[src/hw/rtl/lkv_pkg.sv]
// ----------------------------------------------------------------------------
// lkv_pkg: shared types and constants of the LRU key-value cache
// Sizes, codes and the scan result word passed from the compare unit to the
// sequencer.
// ----------------------------------------------------------------------------
package lkv_pkg;

  localparam int ENTRIES = 16;
  localparam int IDX_W   = (ENTRIES > 1) ? $clog2(ENTRIES) : 1;
  localparam int CNT_W   = $clog2(ENTRIES + 1);
  localparam int CAP_W   = 5;
  localparam int DATA_W  = 32;

  localparam logic [CAP_W-1:0]  CAP_RESET  = CAP_W'(16);
  localparam logic [DATA_W-1:0] MISS_VALUE = {DATA_W{1'b1}};

  // action codes
  localparam logic ACT_GET = 1'b0;
  localparam logic ACT_PUT = 1'b1;

  typedef logic [IDX_W-1:0]  idx_t;
  typedef logic [DATA_W-1:0] data_t;

  // what one pass over the entries found
  typedef struct packed {
    logic  hit;
    idx_t  hit_idx;
    idx_t  hit_rank;
    data_t hit_value;
    logic  free_found;
    idx_t  free_idx;
    logic  lru_found;
    idx_t  lru_idx;
    idx_t  lru_rank;
  } scan_res_t;

endpackage

[src/hw/rtl/lkv_kv_ram.sv]
// ----------------------------------------------------------------------------
// lkv_kv_ram: key and value storage
// One write port and one read port with registered read data; each word holds
// a key in the upper half and its value in the lower half.
// ----------------------------------------------------------------------------
module lkv_kv_ram
  import lkv_pkg::*;
(
  input  logic                clk,
  input  logic                we,
  input  idx_t                waddr,
  input  logic [2*DATA_W-1:0] wdata,
  input  logic                re,
  input  idx_t                raddr,
  output logic [2*DATA_W-1:0] rdata
);

  logic [2*DATA_W-1:0] mem [ENTRIES];

  // write one word
  always_ff @(posedge clk) begin
    if (we) begin
      mem[waddr] <= wdata;
    end
  end

  // read one word, registered
  always_ff @(posedge clk) begin
    if (re) begin
      rdata <= mem[raddr];
    end
  end

endmodule

[src/hw/rtl/lkv_scan.sv]
// ----------------------------------------------------------------------------
// lkv_scan: shared key compare and rank search unit
// Takes one entry per cycle and keeps the running hit, the lowest free entry
// and the least recent valid entry seen so far.
// ----------------------------------------------------------------------------
module lkv_scan
  import lkv_pkg::*;
(
  input  logic      clk,
  input  logic      rst,
  input  logic      clear,
  input  data_t     probe_key,
  input  logic      samp_en,
  input  idx_t      samp_idx,
  input  logic      samp_valid,
  input  idx_t      samp_rank,
  input  data_t     samp_key,
  input  data_t     samp_value,
  output scan_res_t res
);

  // accumulate over the sample stream, restart on clear
  always_ff @(posedge clk) begin
    if (rst || clear) begin
      res <= '0;
    end else if (samp_en) begin
      if (samp_valid && (samp_key == probe_key)) begin
        res.hit       <= 1'b1;
        res.hit_idx   <= samp_idx;
        res.hit_rank  <= samp_rank;
        res.hit_value <= samp_value;
      end
      if (!samp_valid && !res.free_found) begin
        res.free_found <= 1'b1;
        res.free_idx   <= samp_idx;
      end
      if (samp_valid && (!res.lru_found || (samp_rank > res.lru_rank))) begin
        res.lru_found <= 1'b1;
        res.lru_idx   <= samp_idx;
        res.lru_rank  <= samp_rank;
      end
    end
  end

endmodule

[src/hw/rtl/lru_key_value_cache_core.sv]
// ----------------------------------------------------------------------------
// lru_key_value_cache_core: fully associative key-value cache with LRU reuse
// Each accepted word is a get or a put; exactly one result word follows,
// marked by done for a single cycle, and it cannot be held off. A new
// word is accepted only once the previous one has been written back: the
// key comparator visits the sixteen entries one per cycle through the
// storage read port, the read register is drained, and then value and
// recency ranks are written back while the result is registered.
// busy is high from accept until the result is presented. The store starts
// empty after reset and needs no clearing pass.
// ----------------------------------------------------------------------------
module lru_key_value_cache_core
  import lkv_pkg::*;
(
  input  logic               clk,
  input  logic               rst,
  input  logic               cfg_write,
  input  logic [CAP_W-1:0]   cfg_data,
  input  logic               start,
  output logic               busy,
  input  logic               action,
  input  logic signed [31:0] key,
  input  logic signed [31:0] value,
  output logic               done,
  output logic               found,
  output logic signed [31:0] read_value,
  output logic               evicted
);

  typedef enum logic [2:0] {
    S_IDLE   = 3'b001,
    S_SCAN   = 3'b010,
    S_UPDATE = 3'b100
  } state_t;

  state_t              state;
  logic [CNT_W-1:0]    cnt;
  logic                req_action;
  data_t               req_key;
  data_t               req_value;
  logic [CAP_W-1:0]    cap;
  logic [ENTRIES-1:0]  valid;
  idx_t                rank [ENTRIES];
  logic [CNT_W-1:0]    count;
  logic                samp_en;
  idx_t                samp_idx;
  logic                rd_en;
  logic [2*DATA_W-1:0] rd_data;
  scan_res_t           res;
  logic                accept;
  logic                scan_last;

  // update decisions
  logic  touch_en;
  idx_t  touch_idx;
  idx_t  touch_rank;
  logic  fill_en;
  logic  wr_en;
  idx_t  wr_idx;
  logic  res_found;
  data_t res_value;
  logic  res_evict;
  logic  room;

  assign accept    = start && (state == S_IDLE);
  assign busy      = (state != S_IDLE);
  assign scan_last = (cnt == CNT_W'(ENTRIES));
  assign rd_en     = (state == S_SCAN) && !scan_last;

  // capacity register
  always_ff @(posedge clk) begin
    if (rst) begin
      cap <= CAP_RESET;
    end else if (cfg_write) begin
      cap <= cfg_data;
    end
  end

  // sequencer
  always_ff @(posedge clk) begin
    if (rst) begin
      state <= S_IDLE;
      cnt   <= '0;
    end else begin
      unique case (state)
        S_IDLE: begin
          if (start) begin
            state <= S_SCAN;
            cnt   <= '0;
          end
        end
        S_SCAN: begin
          cnt <= cnt + CNT_W'(1);
          if (scan_last) begin
            state <= S_UPDATE;
          end
        end
        S_UPDATE: begin
          state <= S_IDLE;
        end
        default: begin
          state <= S_IDLE;
        end
      endcase
    end
  end

  // hold the request word
  always_ff @(posedge clk) begin
    if (accept) begin
      req_action <= action;
      req_key    <= key;
      req_value  <= value;
    end
  end

  // align the sample with the registered read
  always_ff @(posedge clk) begin
    if (rst) begin
      samp_en <= 1'b0;
    end else begin
      samp_en <= rd_en;
    end
    samp_idx <= cnt[IDX_W-1:0];
  end

  lkv_kv_ram u_ram (
    .clk   (clk),
    .we    (wr_en),
    .waddr (wr_idx),
    .wdata ({req_key, req_value}),
    .re    (rd_en),
    .raddr (cnt[IDX_W-1:0]),
    .rdata (rd_data)
  );

  lkv_scan u_scan (
    .clk        (clk),
    .rst        (rst),
    .clear      (accept),
    .probe_key  (req_key),
    .samp_en    (samp_en),
    .samp_idx   (samp_idx),
    .samp_valid (valid[samp_idx]),
    .samp_rank  (rank[samp_idx]),
    .samp_key   (rd_data[2*DATA_W-1:DATA_W]),
    .samp_value (rd_data[DATA_W-1:0]),
    .res        (res)
  );

  // fill allowed while count is below the capacity, a zero capacity acting as one
  assign room = (32'(count) < 32'(cap)) || ((cap == '0) && (count == '0));

  // decide the outcome of the item from the scan result
  always_comb begin
    touch_en   = 1'b0;
    touch_idx  = res.hit_idx;
    touch_rank = res.hit_rank;
    fill_en    = 1'b0;
    wr_en      = 1'b0;
    wr_idx     = res.hit_idx;
    res_found  = res.hit;
    res_value  = '0;
    res_evict  = 1'b0;
    if (state == S_UPDATE) begin
      if (req_action == ACT_GET) begin
        if (res.hit) begin
          res_value = res.hit_value;
          touch_en  = 1'b1;
        end else begin
          res_value = MISS_VALUE;
        end
      end else if (res.hit) begin
        wr_en    = 1'b1;
        touch_en = 1'b1;
      end else if (room && res.free_found) begin
        fill_en = 1'b1;
        wr_en   = 1'b1;
        wr_idx  = res.free_idx;
      end else if (res.lru_found) begin
        touch_en   = 1'b1;
        touch_idx  = res.lru_idx;
        touch_rank = res.lru_rank;
        wr_en      = 1'b1;
        wr_idx     = res.lru_idx;
        res_evict  = 1'b1;
      end
    end
  end

  // age ranks, mark the filled entry valid
  always_ff @(posedge clk) begin
    if (rst) begin
      valid <= '0;
      count <= '0;
      for (int i = 0; i < ENTRIES; i++) begin
        rank[i] <= '0;
      end
    end else begin
      for (int i = 0; i < ENTRIES; i++) begin
        if (touch_en) begin
          if (IDX_W'(i) == touch_idx) begin
            rank[i] <= '0;
          end else if (valid[i] && (rank[i] < touch_rank)) begin
            rank[i] <= rank[i] + IDX_W'(1);
          end
        end else if (fill_en) begin
          if (IDX_W'(i) == res.free_idx) begin
            rank[i]  <= '0;
            valid[i] <= 1'b1;
          end else if (valid[i]) begin
            rank[i] <= rank[i] + IDX_W'(1);
          end
        end
      end
      if (fill_en) begin
        count <= count + CNT_W'(1);
      end
    end
  end

  // present the result word for one cycle
  always_ff @(posedge clk) begin
    if (rst) begin
      done <= 1'b0;
    end else begin
      done <= (state == S_UPDATE);
    end
    if (state == S_UPDATE) begin
      found      <= res_found;
      read_value <= res_value;
      evicted    <= res_evict;
    end
  end

`ifndef NO_ASSERTIONS
  a_done_after_update: assert property (@(posedge clk) disable iff (rst)
    done |-> $past(state == S_UPDATE))
    else $error("result strobe without a writeback cycle");

  a_count_matches_valid: assert property (@(posedge clk) disable iff (rst)
    $countones(valid) == int'(count))
    else $error("entry count differs from the number of valid entries");

  a_evict_only_on_miss: assert property (@(posedge clk) disable iff (rst)
    (done && evicted) |-> !found)
    else $error("eviction reported for a key that was present");

  a_no_fill_and_touch: assert property (@(posedge clk) disable iff (rst)
    !(fill_en && touch_en))
    else $error("fill and recency touch in the same writeback");

  a_busy_through_item: assert property (@(posedge clk) disable iff (rst)
    (start && !busy) |=> busy)
    else $error("accepted word did not raise busy");
`endif

endmodule
[config.mk]
export PLATFORM = sky130hd
export DESIGN_NAME = lru_key_value_cache_core
export DESIGN_NICKNAME = d
export VERILOG_FILES = /design/src/hw/rtl/lkv_pkg.sv /design/src/hw/rtl/lkv_kv_ram.sv /design/src/hw/rtl/lkv_scan.sv /design/src/hw/rtl/lru_key_value_cache_core.sv
export SDC_FILE = /design/constraint.sdc
export NUM_CORES = 1
export LEC_CHECK = 0
export BUFFER_PORTS_ARGS = -buffer_cell sky130_fd_sc_hd__buf_2
export CELL_PAD_IN_SITES_DETAIL_PLACEMENT = 1
export CELL_PAD_IN_SITES_GLOBAL_PLACEMENT = 2
export CORE_MARGIN = 1
export CORE_UTILIZATION = 45
export CTS_BUF_LIST = sky130_fd_sc_hd__clkbuf_16
export DETAILED_ROUTE_END_ITERATION = 8
export HOLD_SLACK_MARGIN = 0.12
export PLACE_DENSITY_LB_ADDON = 0.05
export SLEW_MARGIN = 30
export SYNTH_ARGS = -nofsm -noshare
export SYNTH_HDL_FRONTEND = slang
export SYNTH_HIERARCHICAL = 1
export SYNTH_SLANG_ARGS = --single-unit
export TNS_END_PERCENT = 50
[constraint.sdc]
create_clock -name clk -period 13.3 [get_ports clk]
set_clock_uncertainty 0.05 [all_clocks]
set_input_delay 2.66 -clock clk [delete_from_list [all_inputs] [get_ports clk]]
set_output_delay 2.66 -clock clk [all_outputs]
set_load 0.05 [all_outputs]
; ---- After elaboration in Yosys (flattened, before gate mapping)
; Memories as Yosys holds them, arrays and structs flattened. A register that Yosys moved wholly into a read port is not among the register bits.
; Index checks and enable logic that the tools add are counted.
[op_classes]
addsub = 18
mul = 0
div = 0
n_lt_le_gt_ge = 19
n_eq_ne = 38
shifts = 0
n_mux = 424
n_bitwise = 66
reduce_logical = 57
[ops]
columns = op, n
row1 = two-way mux 1 bit, 339
row2 = two-way mux 4 bit, 78
row3 = "adder 4 x 1 -> 4 bit, second input constant", 16
row4 = "equality test 4 bit, first input constant", 16
row5 = < comparator 4 bit, 16
row6 = bitwise OR 1 bit, 64
row7 = AND reduction 3 bit, 16
row8 = "equality test 3 x 4 -> 1 bit, first input constant", 8
row9 = equality test 32 bit, 1
row10 = two-way mux 32 bit, 1
row11 = logical AND 1 bit, 23
row12 = "equality test 2 x 4 -> 1 bit, first input constant", 4
row13 = "adder 5 x 1 -> 5 bit, second input constant", 2
row14 = logical NOT 5 bit, 2
row15 = case mux 5 bit (2 select lines), 1
row16 = AND reduction 2 bit, 5
row17 = "equality test 1 x 4 -> 1 bit, first input constant", 2
row18 = logical NOT 4 bit, 2
row19 = two-way mux 3 bit, 2
row20 = case mux 3 bit (2 select lines), 1
row21 = "equality test 5 bit, second input constant", 1
row22 = "< comparator 4 x 5 -> 1 bit, second input constant", 1
row23 = < comparator 5 bit, 1
row24 = two-way mux 5 bit, 1
row25 = other kinds (12), 19
[totals]
ff_bits = 194
latch_bits = 0
mem_bits_rw = 1088
romBits = 0
inputBits = 74
out_inout_bits = 36
elab_cells = 662
n_memories = 2
[mem_list]
columns = memory, words, width, read_ports, rd_ports_with_merged_regs, write_ports, line
row1 = u_ram.mem, 16, 64, 1, 1, 1, lkv_kv_ram.sv:18  ; logic [2*DATA_W-1:0] mem [ENTRIES];
row2 = rank, 16, 4, 17, 1, 16, lru_key_value_cache_core.sv:43  ; idx_t rank [ENTRIES];

; ---- Longest topological paths before layout
; Gate-level depths: netlist of run 1.
[depth]
word_depth = 18
mapped_depth = 17
depth_no_buf = 15

; ---- Modules after synthesis
; Netlist of run 1, hierarchy kept.
[by_module_without_submodules]
columns = module, instances, cells_each, area_per_inst_um2, seq_area_each_um2
row1 = lkv_kv_ram, 1, 1647, 40222.3, 32671.3
row2 = lru_key_value_cache_core, 1, 965, 11217.0, 5695.5
row3 = lkv_scan, 1, 283, 2571.2, 1101.1

; ---- Least setup slack after synthesis of run 1
; Ideal clock, no wire load.
[synth_path]
kind = register to register
start = register state[2]
end = memory u_ram/mem[0][0] (netlist bit), enable pin
setup_ps = 565
arrival_time_ps = 7079
required_ps = 12685
path_slack_ps = 5606
stages_incl_launch_ff = 8
n_path_buf = 0
synth_period_minus_slack_ps = 7694
path_cell_list = dfxtp_1 -> nor3b_4 -> and3b_4 -> o21ai_0 -> nand2_1 -> o21ai_0 -> or3b_2 -> nor3_1
[synth_via]
word_cells_on_any_way = 5
classes_between = 1 x eq/ne / 4 x mux
[synth_rtl]
columns = element, line
row1 = from (decl), lru_key_value_cache_core.sv:36  ; state_t state;
row2 = from (signal assigned), lru_key_value_cache_core.sv:82  ; state <= S_IDLE;
row3 = from (signal assigned), lru_key_value_cache_core.sv:88  ; state <= S_SCAN;
row4 = from (signal assigned), lru_key_value_cache_core.sv:95  ; state <= S_UPDATE;
row5 = equality test 3 bit, lru_key_value_cache_core.sv:165  ; if (state == S_UPDATE) begin
row6 = two-way mux 4 bit, lru_key_value_cache_core.sv:165
row7 = net wr_idx[2], lru_key_value_cache_core.sv:59  ; idx_t wr_idx;
row8 = to (decl), lkv_kv_ram.sv:18
; The timed path passes the listed nets, and every way through them passes these cells.

; ---- Final worst setup path of run 1
[layout_path]
start = register cap[2]
end = memory u_ram/mem[2][58] (netlist bit), enable pin
[layout_via]
word_cells_on_any_way = 15
classes_between = 1 x order compare / 10 x mux / 4 x reduce/logical
[layout_rtl]
columns = element, line
row1 = from (decl), lru_key_value_cache_core.sv:41  ; logic [CAP_W-1:0] cap;
row2 = from (signal assigned), lru_key_value_cache_core.sv:75  ; cap <= cfg_data;
row3 = branches (longest 2 deep; another with < comparator 5 bit), --
row4 = logical OR 1 bit *, lru_key_value_cache_core.sv:152  ; assign room = (32'(count) < 32'(cap)) || ((cap == '0) && (count == '0));
row5 = logical AND 1 bit *, lru_key_value_cache_core.sv:176  ; end else if (room && res.free_found) begin
row6 = two-way mux 4 bit *, lru_key_value_cache_core.sv:176
row7 = two-way mux 4 bit *, lru_key_value_cache_core.sv:173  ; end else if (res.hit) begin
row8 = two-way mux 4 bit *, lru_key_value_cache_core.sv:166  ; if (req_action == ACT_GET) begin
row9 = two-way mux 4 bit *, lru_key_value_cache_core.sv:165
row10 = net wr_idx[1], lru_key_value_cache_core.sv:59
; Mark *: on every way through the listed nets, which the timed path passes.

==> flow_summary.toml, run 1 <==
[worst_hold_path]
worst_hold_path_type = "reg2reg"
hp-start = "u_scan/res[38]"
hold-path-cell-count = 2
min_to = "u_scan/res[38]"

[clocking]
clockBufferDepth = 3
cts_tree = "done"
post-cts-setup-buffer-count = 0
ctsResizeCount = 0
clockRootBuffer = "clkbuf_16"
postCtsHoldBufs = 0
cts.clk_slew.worst_paths_ns = 0.06
h-tree-depth = 4
insertion_delay_ns = 0.75
cts_buffers = 145
cts_sinks = 1346

[yosys]
synth_cell_types = 75
syn_avg_cell_area_um2 = 18.7
async_flop_share = 0
yosysWarnings = 6
ys_ff_latch = 1346
synth-edff-count = 1251
syn_area_mm2 = 0.0540
syn-num-nets = 3045
synth-main-ff-cell = "edfxtp_1"
synthCells = 2895
seq_area_frac_synth = 0.731

[critical_path]
cp_max_fo = 45
crit_type = "reg2reg"
r2r_cells = 12
cp-startpoint = "cap[2]"
rr_endpoint = "u_ram/mem[2][58]"
regToRegSetupSlack_ns = 7.69
crit_arrival_ns = 5.92
required_ns = 13.61
rr_startpoint = "cap[2]"
endpoint_kind = "flip-flop"
critPathLaunchType = "flip-flop"

[timing]
slew_violations = 0
hold_viol = 0
fin_crit_sh = 0.422
timing.fmax_ghz = 0.178
max_slew_margin = 0.334
tightest_slew_ns = 0.999
finalSetupTns_ns = 0
setup_viol = 0
rsz0062_at_grt = "false"
period_needed_ns = 5.61

[outcome]
status = "completed"

[route]
wire_per_inst_um = 29.0
drc = 0
routed_wl_um = 139000
vias = 27800
antenna_left = 0
viasPerCell = 5.80
first_pass_iters = 5
first_iter_violations = 2220

[floorplan]
num_io_pins = 110
start_util = 0.456
fp-row-count = 126
dieHeight_um = 348
fp.dieArea_mm2 = 0.121
chipWidth_um = 348
core_area_mm2 = 0.119

[layout]
drive_above_1_share = 0.226
area_growth_pct = 13.1
stdcell_count = 4791
multi_input_area_mm2 = 0.0138
insertedDiodeCount = 0
fill_cells = 10700
regArea_mm2 = 0.0395
nets = 3223

[run]
maxCapViolCount = 0

[global_route]
grt_max_degree = 75
gr-total-overflow = 0
grt.total_usage = 0.232
grt_pass1_wl_um = 204000
antenna_found_initial = 3
grt_pass1_vias = 29800

[pwr]
p_total_uw = 8660
p_per_area_mw_per_mm2 = 142
ir_worst_vdd_uv = 132
p_leak_uw = 0.0193

[place]
io_buffer_count = 109
dp.cells = 4525
post-dp-hpwl_um = 78700
place.gp.congestion = 0.803
## area by class of cell
type | instances | area share
clock buffers | 149 | 0.0611
flip-flops and latches | 1346 | 0.646
well taps | 1600 | 0.0328
clock inverters | 116 | 0.0117
repair buffers | 171 | 0.0191
multi-input cells | 1355 | 0.226
inverters | 54 | 0.00338
## layer usage
layer | track usage | vias up | share of wire
met1 | 0.319 | 14900 | 0.44
met4 | 0.0605 | 0 | 0.019
met3 | 0.0331 | 195 | 0.042
li1 | - | 12100 | -
met2 | 0.389 | 665 | 0.50
met5 | 0 | - | 0
## worst max-delay path, stage by stage (launching register included)
cell	delay (ns)
dfxtp_1	0.33
inv_1	0.07
ha_1	0.31
a21o_1	0.18
a31oi_1	0.28
o21a_1	0.30
nor2_1	0.08
nor2_1	0.41
a22oi_1	0.17
o21ai_0	0.77
nand2b_1	0.45
nor2_4	0.84
buf_4	0.87
## layout by cell type, fill, tap and decap left out, types with 26 or more instances in the layout
cell type / count
edfxtp_1: 1251
mux4_2: 281
nand2_1: 209
clkbuf_16: 149
a22oi_1: 132
buf_2: 109
inv_1: 97
dfxtp_1: 93
nor2_1: 87
a21oi_1: 78
ha_1: 76
mux2i_1: 59
buf_4: 50
xor2_1: 42
nand3_1: 41
nor3_1: 30
clkinv_1: 28
xnor2_1: 26
clkinv_2: 26
## logic make-up after synthesis
| family | count (synthesis) | synth area share |
|---|---|---|
| AO/OA/AOI/OAI | 331 | 0.0455 |
| flip-flops | 1346 | 0.731 |
| multiplexers | 340 | 0.128 |
| XOR/XNOR | 68 | 0.0110 |
| AND/OR/NAND/NOR | 540 | 0.0500 |
| buffers and inverters | 194 | 0.0169 |
| adder cells (fa/ha/maj) | 76 | 0.0176 |
## through the flow
step / setup WS [ns] / instance area (um^2) / hold WS, ns / utilization
2_1_floorplan: 5.61 / 54000 / 0.339 / -
3_3_place_gp: 7.82 / 56400 / 0.392 / 0.476
3_5_place_dp: 7.66 / 56600 / 0.400 / 0.477
4_1_cts: 7.61 / 61000 / 0.413 / 0.515
5_1_grt: 7.41 / 61100 / 0.427 / 0.515
6_report: 7.69 / 61100 / 0.411 / 0.515
## worst max path at each step
| stage | endpoint | slack [ns] |
|---|---|---|
| 6_report | u_ram/mem[2][58] | 7.69 |
| 3_5_place_dp | u_ram/mem[2][1] | 7.66 |
| 3_3_place_gp | u_ram/mem[15][62] | 7.82 |
| 2_1_floorplan | u_ram/mem[0][0] | 5.61 |
| 5_1_grt | u_ram/mem[15][0] | 7.41 |
| 4_1_cts | u_ram/mem[2][4] | 7.61 |
## flip-flops by register name (all words and copies together) (netlist names)
| signal | flops |
|---|---|
| u_ram/mem | 1024 |
| rank | 64 |
| u_ram/rdata | 64 |
| u_scan/res | 55 |
| read_value | 32 |
| req_key | 32 |
| req_value | 32 |
| valid | 16 |
| cap | 5 |
| cnt | 5 |
| count | 5 |
| samp_idx | 4 |
| state | 3 |
| done | 1 |
| evicted | 1 |
| found | 1 |
| req_action | 1 |
| samp_en | 1 |
## power by group
| part | switching [uW] | internal [uW] | total (uW) | leakage [uW] |
|---|---|---|---|---|
| combinational | 92.5 | 63.9 | 156 | 0.00479 |
| sequential | 70.6 | 4660 | 4730 | 0.0121 |
| clock | 1640 | 2130 | 3770 | 0.00236 |
| total | 1800 | 6860 | 8660 | 0.0193 |
## Yosys cell counts, types with 7 or more instances
cell type,count,share of area
dfxtp_1,95,0.035
nor4_1,10,0.0012
o21ai_0,24,0.0022
a22oi_1,132,0.018
xor2_1,42,0.0068
clkbuf_1,79,0.0055
nand4_1,23,0.0027
nand3b_1,11,0.0015
ha_1,76,0.018
and3b_1,8,0.0013
o2111a_1,15,0.0031
o21ai_1,7,0.00065
buf_1,19,0.0013
buf_2,17,0.0016
buf_6,19,0.0040
nor2b_1,26,0.0030
nor3_1,34,0.0032
xnor2_1,26,0.0042
edfxtp_1,1251,0.70
mux2i_1,59,0.011
inv_1,54,0.0038
and3_1,8,0.00093
a21oi_1,78,0.0072
nand3_1,41,0.0038
nand2b_1,23,0.0027
a21o_1,12,0.0017
mux4_2,281,0.12
a31oi_1,10,0.0012
nor2_1,101,0.0070
nand2_1,210,0.015
No activity file was read; power rests on OpenSTA's default activity.
==> inputs of run 2 (changes only) <==
- CORE_UTILIZATION: 45 -> 44
- clock period: 13.3 -> 4.8 ns (I/O delays scaled with it)
==> flow_summary.toml, run 2 (synthesis results as in run 1) <==
[outcome]
status = "completed"

[route]
viasPerCell = 5.78
first_iter_violations = 2296
wire_per_inst_um = 28.8
routed_wl_um = 139000
antenna_left = 0
drc = 0
first_pass_iters = 5
vias = 28000

[worst_hold_path]
worst_hold_path_type = "in2reg"
min_to = "req_value[8]"
hp-start = "value[8]"
hold-path-cell-count = 1

[critical_path]
rr_startpoint = "cap[2]"
required_ns = 5.15
crit_type = "reg2reg"
cpMaxStageDelayCell = "o21ai_1"
crit_arrival_ns = 4.64
cp_common_cell = "ha_1"
r2r_cells = 15
endpoint_kind = "flip-flop"
regToRegSetupSlack_ns = 0.51
rr_endpoint = "rank[8][2]"
critPathLaunchType = "flip-flop"
cp_max_fo = 23
crit_chain = "inv_1 > ha_1 > a21o_1 > a31oi_1 > o21ai_1 > and2_4 > mux2i_1 > buf_4 > ha_1 > nor2b_1 > o21ai_0 > nand3b_1 > nor3_1 > a221oi_1 > o211ai_1"
critPathMaxStageDelay_ns = 0.52

[pwr]
p_per_area_mw_per_mm2 = 398
p_leak_uw = 0.0195
ir_worst_vdd_uv = 432

[layout]
fin_area_mm2 = 0.0618
area_growth_pct = 14.4
reg_top3 = "u_ram/mem (1024), rank (64), u_ram/rdata (64)"
nets = 3249
drive_above_1_share = 0.235
stdcell_count = 4842
layout_commonest_cell = "edfxtp_1"
fill_cells = 11100
mostFrequentLayoutCells = "edfxtp_1, mux4_2, nand2_1"
largest_reg_flops = 1024
largest-register = "u_ram/mem"

[floorplan]
start_util = 0.444
chipWidth_um = 352
fp-row-count = 128
num_io_pins = 110
fp.dieArea_mm2 = 0.124
core_area_mm2 = 0.122
dieHeight_um = 352

[place]
post-dp-hpwl_um = 84700
dp_worst_setup_slack_ns = 0.548
io_buffer_count = 109
place.gp.congestion = 0.826
dp.cells = 4578
place_area_mm2 = 0.0571

[timing]
rsz0062_at_grt = "false"
period_needed_ns = 4.29
tightest_slew_ns = 0.925
whs_ns = 0.321
setup_viol = 0
fin_crit_sh = 0.894
setup_slack_ns = 0.511
slew_violations = 0
timing.fmax_ghz = 0.233
max_slew_margin = 0.378
hold_viol = 0

[clocking]
cts_tree = "done"
ctsResizeCount = 0
h-tree-depth = 4
clockBufferDepth = 3
post-cts-setup-buffer-count = 0
insertion_delay_ns = 0.77
postCtsHoldBufs = 0
cts_buffers = 144
cts_sinks = 1346
cts.clk_slew.worst_paths_ns = 0.06
clockRootBuffer = "clkbuf_16"

[global_route]
grtUsageMet3 = 0.0367
use_met2 = 0.374
grt_max_degree = 69
gr-total-overflow = 0
gr-usage-met1 = 0.317
grt_pass1_wl_um = 207000
grt-busiest-layer = "met2"
grt_pass1_vias = 30600
antenna_found_initial = 5
grt.total_usage = 0.228

[run]
maxCapViolCount = 0
[run 2: layer usage]
layer,vias up,wire length [um]
met2,683,68500
met3,197,6920
li1,12100,-
met5,-,0
met1,15000,61000
met4,0,2850
[run 2: stage by stage]
step,power [uW],setup TNS (ns),utilization
floorplan,13600,-280.65,-
global placement,13800,0,0.469
detailed placement,13800,0,0.469
CTS,24900,0,0.508
global route,25300,0,0.508
finish,24600,0,0.508
[run 2: area by class of cell]
type / instances / area [um^2] / area share
clock buffers: 149 / 3730 / 0.0603
repair buffers: 198 / 1590 / 0.0257
multi-input cells: 1355 / 13800 / 0.223
well taps: 1625 / 2030 / 0.0329
diodes: 2 / 5.00 / 0.0000810
flip-flops and latches: 1346 / 39500 / 0.639
inverters: 54 / 210 / 0.00340
clock inverters: 113 / 966 / 0.0156
[run 2: worst max-delay path by stage]
stage                  start               end  cells after the start
floorplan           state[2]  u_ram/mem[12][0]                      6
global placement      cap[2]        rank[8][1]                     15
detailed placement    cap[2]        rank[8][2]                     15
CTS                   cap[2]        rank[8][2]                     15
global route          cap[2]        rank[8][2]                     15
finish                cap[2]        rank[8][2]                     15
[run 2: power breakdown]
part | total, uW | internal [uW] | switching [uW]
Sequential | 13100 | 12900 | 204
Clock | 11000 | 6440 | 4580
Combinational | 443 | 178 | 266
Total | 24600 | 19500 | 5050
[run 2: worst max-delay path: cells and delay by family (launching register included)]
| kind | cells | cell delay [ns] |
|---|---|---|
| AO/OA/AOI/OAI | 6 | 1.44 |
| adder cells (fa/ha/maj) | 2 | 0.58 |
| buffers and inverters | 2 | 0.32 |
| flip-flops | 1 | 0.33 |
| multiplexers | 1 | 0.28 |
| AND/OR/NAND/NOR | 4 | 0.92 |
==> inputs of run 3 (changes only) <==
- CORE_MARGIN: 1 -> 2
- SYNTH_HIERARCHICAL: 1 -> not set
==> flow_summary.toml, run 3 <==
[layout]
layout_commonest_cell = "edfxtp_1"
reg_top3 = "u_ram.mem (1024), rank (64), u_ram.rdata (64)"
largest-register = "u_ram.mem"
stdcell_count = 4672
regArea_mm2 = 0.0395
largest_reg_flops = 1024
multi_input_area_mm2 = 0.0135
fin_area_mm2 = 0.0613
area_growth_pct = 14.3
mostFrequentLayoutCells = "edfxtp_1, mux4_2, clkbuf_16"
drive_above_1_share = 0.258
fill_cells = 10900
nets = 3084

[floorplan]
num_io_pins = 110
fp.dieArea_mm2 = 0.125
chipWidth_um = 353
dieHeight_um = 353
start_util = 0.442
fp-row-count = 128
core_area_mm2 = 0.121

[route]
first_pass_iters = 5
routed_wl_um = 141000
viasPerCell = 5.87
first_iter_violations = 2190
drc = 0
wire_per_inst_um = 30.1
vias = 27400
antenna_left = 0

[critical_path]
crit_type = "reg2reg"
endpoint_kind = "flip-flop"
crit_arrival_ns = 4.73
rr_startpoint = "cap[2]"
cp_common_cell = "ha_1"
cp-startpoint = "cap[2]"
critPathLaunchType = "flip-flop"
cp_max_fo = 16
crit_chain = "inv_1 > ha_1 > a21o_1 > a31oi_2 > o211a_2 > nor3_2 > mux2i_1 > buf_4 > ha_1 > a21oi_1 > nor2b_1 > o21ai_0 > nand3b_1 > a311oi_1 > nand3_1 > o211ai_1"
critPathMaxStageDelay_ns = 0.49
cpMaxStageDelayCell = "nor3_2"
required_ns = 5.16
r2r_cells = 16

[clocking]
postCtsHoldBufs = 0
clockBufferDepth = 3
ctsResizeCount = 0
cts_buffers = 143
insertion_delay_ns = 0.77
post-cts-setup-buffer-count = 0
cts_tree = "done"
h-tree-depth = 4
cts_sinks = 1346
cts.clk_slew.worst_paths_ns = 0.06
clockRootBuffer = "clkbuf_16"

[yosys]
synthTopCellsByArea = "edfxtp_1, mux4_2, dfxtp_1"
async_flop_share = 0
synthCells = 2732
ys_ff_latch = 1346
syn_avg_cell_area_um2 = 19.6
synth_top_area_cell = "edfxtp_1"
yosysWarnings = 0
syn-num-nets = 2882
syn_area_mm2 = 0.0536
seq_area_frac_synth = 0.736
synth-main-ff-cell = "edfxtp_1"
synth-edff-count = 1251
synthTopCellsByCount = "edfxtp_1, mux4_2, nor2_1, nand3_1, dfxtp_1"
synth_cell_types = 74
synth_top_area_share = 0.700
synth.most_common_cell = "edfxtp_1"

[timing]
setup_viol = 0
whs_ns = 0.324
slew_violations = 0
max_slew_margin = 0.305
rsz0062_at_grt = "false"
period_needed_ns = 4.37
fin_crit_sh = 0.911
hold_viol = 0
timing.fmax_ghz = 0.229
tightest_slew_ns = 1.04

[run]
maxCapViolCount = 0

[global_route]
grt_pass1_wl_um = 209000
grt.total_usage = 0.230
gr-total-overflow = 0
grt_pass1_vias = 29600
grt_max_degree = 140
antenna_found_initial = 7

[place]
place_area_mm2 = 0.0569
place.gp.congestion = 0.839
dp.cells = 4414
io_buffer_count = 109
post-dp-hpwl_um = 82000

[pwr]
p_comb_frac = 0.019
p_per_area_mw_per_mm2 = 390
p_clk_frac = 0.431
ir_worst_vdd_uv = 399
power_frac_seq = 0.550
switchingPower_uw = 4930
p_int_uw = 19000
switching_share = 0.207
p_leak_uw = 0.0191

[outcome]
status = "completed"

[worst_hold_path]
worst_hold_path_type = "in2reg"
hp-start = "key[10]"
hold-path-cell-count = 1
## run 3: cell count changes after synthesis, sizes merged, moves of 11 or more
cell,change
a21o,-11
mux2i,-44
nand2,-163
a22oi,-132
o21ai,+11
o31ai,+32
mux4,+64
nor3,-13
nand3,+58
o2111a,-14
a31oi,+16
a21oi,+16
## run 3: per-stage QoR
stage          TNS (ns)  total power [uW]  utilization  setup slack (ns)
2_1_floorplan    -85.13             13600            -            -0.306
3_3_place_gp          0             13800        0.469             0.664
3_5_place_dp          0             13900        0.469             0.446
4_1_cts               0             24100        0.505             0.452
5_1_grt               0             24600        0.505             0.191
6_report              0             23900        0.505             0.426
## run 3: per-layer routing
metal	up-vias	part of all wire	track usage	routed length (um)
met3	198	0.042	0.0314	5900
li1	11700	-	-	-
met5	-	0.00028	0	40
met4	6	0.020	0.0620	2860
met2	662	0.51	0.386	71300
met1	14900	0.43	0.316	60500
## run 3: cell type report
type	count	area share
Clock buffer	148	0.0604
Multi-Input combinational cell	1193	0.221
Clock inverter	109	0.0108
Tap cell	1625	0.0332
Sequential cell	1346	0.644
Inverter	51	0.00318
Timing Repair Buffer	199	0.0274
Antenna cell	1	0.0000408
## run 3: path summary, 6_finish.rpt
| path | slack [ns] | to |
|---|---|---|
| worst min-delay path | 0.32 | req_key[10] |
| worst max-delay path | 0.43 | rank[15][2] |
| worst min register to register | 0.40 | u_scan.res[48] |
| worst max register to register | 0.43 | rank[15][2] |
## run 3: worst max-delay path, delay by kind of cell, from the launching register on
| family | cells | cell delay [ns] |
|---|---|---|
| and+or+nand+nor | 4 | 0.78 |
| buffers and inverters | 2 | 0.39 |
| DFF | 1 | 0.35 |
| muxes | 1 | 0.24 |
| AOI/OAI and AO/OA | 7 | 1.58 |
| adders and majority gates | 2 | 0.62 |
## run 3: kinds of logic after synthesis
group / after synthesis / share of synthesized area
AOI/OAI and AO/OA: 271 / 0.0324
DFF: 1346 / 0.736
xor gates and xnor gates: 68 / 0.0111
and+or+nand+nor: 418 / 0.0410
adders and majority gates: 76 / 0.0177
muxes: 360 / 0.148
buffers and inverters: 193 / 0.0144
## run 3: power groups by stage
| stage | Combinational, uW | Clock (uW) | Sequential [uW] |
|---|---|---|---|
| floorplan | 273 | 0 | 13300 |
| global placement | 452 | 0 | 13400 |
| detailed placement | 465 | 0 | 13400 |
| CTS | 468 | 10500 | 13100 |
| global route | 495 | 11000 | 13200 |
| finish | 452 | 10300 | 13100 |
